## src/rtl/core/tlb_pkg.sv

```systemverilog
// Shared types and constants for the page TLB block.
// No dependencies; imported by tlb_ctrl, tlb_dpath and the top level.
package tlb_pkg;

    // Parameter defaults
    localparam int TLB_DEPTH_DEF  = 64;
    localparam int COUNT_BITS_DEF = 32;

    // Register byte addresses on the config port
    localparam logic [4:0] REG_POLICY = 5'd0;
    localparam logic [4:0] REG_SHIFT  = 5'd4;
    localparam logic [4:0] REG_ENTRY  = 5'd8;
    localparam logic [4:0] REG_FLUSH  = 5'd12;
    localparam logic [4:0] REG_SKIP   = 5'd16;

    // Reset values of the registers
    localparam logic [4:0] SHIFT_RST = 5'd12;
    localparam logic [6:0] ENTRY_RST = 7'd64;

    // Replacement policies
    localparam logic POLICY_FIFO = 1'b0;
    localparam logic POLICY_LRU  = 1'b1;

    typedef struct packed {
        logic [63:0] access_address;
        logic [6:0]  access_size;
        logic        is_instruction;
    } t_in_word;

    typedef struct packed {
        logic [59:0] page_number;
        logic        was_hit;
        logic [31:0] hits_so_far;
        logic [31:0] misses_so_far;
        logic [31:0] references_so_far;
        logic        flushed_now;
        logic        last_of_access;
    } t_out_word;

    typedef struct packed {
        logic        replace_policy;
        logic [4:0]  page_shift;
        logic [6:0]  entries_in_use;
        logic [31:0] flush_period;
        logic        skip_instructions;
    } t_cfg;

    // Controller to datapath
    typedef struct packed {
        logic load;      // capture the incoming access
        logic lookup;    // run one page reference
        logic sel_last;  // reference the last-byte page
        logic last;      // final reference of this access
    } t_cmd;

    // Datapath to controller
    typedef struct packed {
        logic two_pages;
        logic out_free;
    } t_status;

    typedef enum logic [1:0] {
        ST_IDLE,
        ST_FIRST,
        ST_SECOND
    } t_state;

endpackage

```

## src/rtl/core/tlb_ctrl.sv

```systemverilog
// TLB sequencer: takes an access, issues one or two lookups, none if skipped.
// Depends on tlb_pkg.
module tlb_ctrl (
    input  logic              i_clk,
    input  logic              i_rst_n,
    input  logic              i_valid,
    input  logic              i_skip,
    input  tlb_pkg::t_status  i_status,
    output logic              o_stall,
    output tlb_pkg::t_cmd     o_cmd
);
    import tlb_pkg::*;

    t_state r_state, n_state;

    // State register
    always_ff @(posedge i_clk) begin
        if (!i_rst_n) begin
            r_state <= ST_IDLE;
        end else begin
            r_state <= n_state;
        end
    end

    // Next state and commands
    always_comb begin
        n_state  = r_state;
        o_cmd    = '0;
        o_stall  = 1'b1;
        unique case (r_state)
            ST_IDLE: begin
                o_stall = 1'b0;
                if (i_valid) begin
                    o_cmd.load = 1'b1;
                    if (!i_skip) n_state = ST_FIRST;
                end
            end
            ST_FIRST: begin
                if (i_status.out_free) begin
                    o_cmd.lookup = 1'b1;
                    o_cmd.last   = !i_status.two_pages;
                    n_state      = i_status.two_pages ? ST_SECOND : ST_IDLE;
                end
            end
            ST_SECOND: begin
                if (i_status.out_free) begin
                    o_cmd.lookup   = 1'b1;
                    o_cmd.sel_last = 1'b1;
                    o_cmd.last     = 1'b1;
                    n_state        = ST_IDLE;
                end
            end
            default: n_state = ST_IDLE;
        endcase
    end

endmodule

```

## config.mk

```make
export PLATFORM = sky130hd
export DESIGN_NAME = tlb_ctrl
export DESIGN_NICKNAME = d
export VERILOG_FILES = /design/src/rtl/core/tlb_pkg.sv /design/src/rtl/core/tlb_ctrl.sv
export SDC_FILE = /design/constraint.sdc
export NUM_CORES = 1
export LEC_CHECK = 0
export ABC_AREA = 1
export BUFFER_PORTS_ARGS = -buffer_cell sky130_fd_sc_hd__buf_4
export CORE_AREA = 2 2 39 41
export DETAILED_ROUTE_END_ITERATION = 8
export DIE_AREA = 0 0 41 43
export PLACE_DENSITY = 0.42
export SLEW_MARGIN = 20
export SYNTH_ARGS = -nofsm -noshare
export SYNTH_HDL_FRONTEND = slang
export SYNTH_SLANG_ARGS = --single-unit
```

## constraint.sdc

```tcl
create_clock -name i_clk -period 1.24 [get_ports i_clk]
set_clock_uncertainty 0.05 [all_clocks]
set_input_delay 0.124 -clock i_clk [delete_from_list [all_inputs] [get_ports i_clk]]
set_output_delay 0.124 -clock i_clk [all_outputs]
set_load 0.005 [all_outputs]
```

==> reports/results.txt <==
Number of flip-flops under the largest register name = 2
Seq/Total Area, Yosys = 19.63%
Layout Utilization = 27.94%
Total Nets Final = 60
Clock sinks = 2
Met2 wire len = 197 um
Relative slew slack = 91.45%
Worst Path Arrival = 1.13 ns
# DRC = 0
Status = complete, but fails checks
Per-cell routed wire length = 7.375 um
Routed Antenna Nets = 0
GP Congestion = 0.6852
Fin Setup TNS = -0.07778 ns
Synth Register Bits = 2
Worst-margin pin slew = 0.1279 ns
DP Area = 299.0 sq um
Vias/cell = 3.578
Most used cell, CP = buf_4
Initial Util = 14.74%
Pwr Density = 2369 nW/um^2
Max incr delay on CP = 0.32 ns
Uppermost layer routed = met3
TritonCTS Buffers = 3
Largest Register = r_state
CTS H-tree depth = 1
Synthesis warning total = 0
# setup viols final = 2
Die Height = 43 um
Worst EP required = 1.07 ns
Cells after synthesis = 32
CP max stage cell = dfxtp_2
Vias in the first global route = 191
Die W = 41 um
Wire length of the first global-routing pass = 696 um
Area grow syn2layout = 89.57%
Row Count = 14
Place WS = 0.008942 ns
Non-filler cells, final = 64
Final WL = 472 um
Filler cell count = 148
CTS tree = done
1st-pass router iterations = 1
Min-Delay Path Class = in2reg
Avg Cell Area, Syn = 6.373 sq um
Layout cells sized above 1 = 56.25%
Endpoints failing hold = 0
Netlist Area Pre-Place = 203.9 sq um
Final period utilization = 104.9%
IO Pins = 11
Type of origin of the critical path = flop
Buf/Inv on CP = 2
GRT Total Usage = 6.106%
Met1 wire length = 228 um
CP Class = reg2out
Port Buffer Count = 10
Pins Over Slew Limit = 0
Peak supply drop = 624.1 uV
Clk pin slew, worst setup/hold paths = 0.03 ns
Total vias in the final route = 229
Period minus WS final = 1.301 ns
Core area = 1384 sq um
CTS Buffer Depth = 2
Root buf cell = clkbuf_4
Initial antenna violation count = 0
Iter 0 DRT Violations = 0
Delay-heaviest family, CP = flip-flops
N_diodes = 0
Largest net degree at the start of global routing = 5
CP cell instances = buf_4 -> ha_2 -> a21oi_2 -> nor2_1 -> buf_4
Max Cap Viol = 0
Post-synth net total = 42
Critical Path Sink Type = output port
RSZ-0062 raised after global routing = true
DPL Wire Length = 366 um
Fmax = 768.4 MHz
Worst setup margin = -0.06132 ns
Worst Path Max Fanout = 3
Hold-fix buffers, CTS = 0
Clock Latency Late Sink = 0.22 ns
Final global-route overflow total = 0
Die area = 1763 sq um
Fin area = 386.6 sq um
Failing checks = negative setup slack
Biggest regs = r_state: 2 flops
Leak = 0.2141 nW
Cells after DPL = 58
Cell variety after synth = 9
Met3 wire len = 47 um
power breakdown:
part	switching, mW	total [mW]	internal [mW]
Combinational	0.282	0.629	0.347
Clock	0.0348	0.141	0.107
Sequential	0.0356	0.146	0.110
Total	0.353	0.916	0.563
stage by stage:
step	hold WS (ns)	total power [mW]
global route	0.08871	1.027
floorplan	0.1947	0.4131
finish	0.09166	0.9160
detailed placement	0.3233	0.5763
global placement	0.3129	0.5827
CTS	0.08713	0.8777
logic make-up after synthesis:
logic type,share of synthesized area [%]
compound gates,12.88
buf+inv,16.56
simple gates,26.38
flops,19.63
fa+ha+maj,24.54
cells in the final DEF, fill, tap and decap left out:
master    count
buf_4        12
inv_1         7
nand2_1       6
nor2_1        3
clkbuf_4      3
nand2_2       2
a21oi_1       2
nand3_1       2
ha_2          2
inv_2         1
inv_4         1
a21oi_2       1
o21bai_4      1
ha_4          1
ha_1          1
buf_6         1
dfxtp_4       1
dfxtp_2       1
timing repair:
item                       CTS  global route
setup endpoints to repair    6             4
pin swaps                    2             1
buffers inserted             2             1
gates resized for setup     10             3
worst register-to-register path, delay by kind of cell (launching register included):
kind | cells | cell delay, ns
AOI/OAI and AO/OA | 1 | 0.16
adders and majority gates | 1 | 0.19
buffers and inverters | 1 | 0.13
DFF | 1 | 0.32
and+or+nand+nor | 3 | 0.18
cell usage after synthesis (all sizes together):
cell / number / area share, %
nor2: 3 / 5.5
nand3: 2 / 4.9
a21oi: 3 / 7.4
o21bai: 1 / 5.5
inv: 9 / 17
dfxtp: 2 / 20
ha: 4 / 25
nand2: 8 / 16
layer usage:
layer / track usage [%] / up-vias
met3: 6.283 / 0
met1: 6.688 / 95
li1: - / 126
met4: 0 / 0
met2: 8.750 / 8
met5: 0 / -
cell type report:
| type | count | area, sq um | area share [%] |
|---|---|---|---|
| clock buffers | 3 | 22.52 | 5.825 |
| inverters | 9 | 36.28 | 9.385 |
| multi-input cells | 21 | 161.4 | 41.75 |
| flip-flops and latches | 2 | 45.04 | 11.65 |
| well taps | 16 | 20.02 | 5.178 |
| repair buffers | 13 | 101.3 | 26.21 |
path summary, 6_finish.rpt:
path                    from    endpoint  slack, ns  cells after the start
hold / removal       i_rst_n  r_state[0]       0.09                      3
setup reg to reg  r_state[1]  r_state[1]       0.09                      6
setup / recovery  r_state[1]    o_cmd[0]      -0.06                      5
hold reg to reg   r_state[1]  r_state[1]       0.45                      2
No activity file was read; power rests on OpenSTA's default activity.
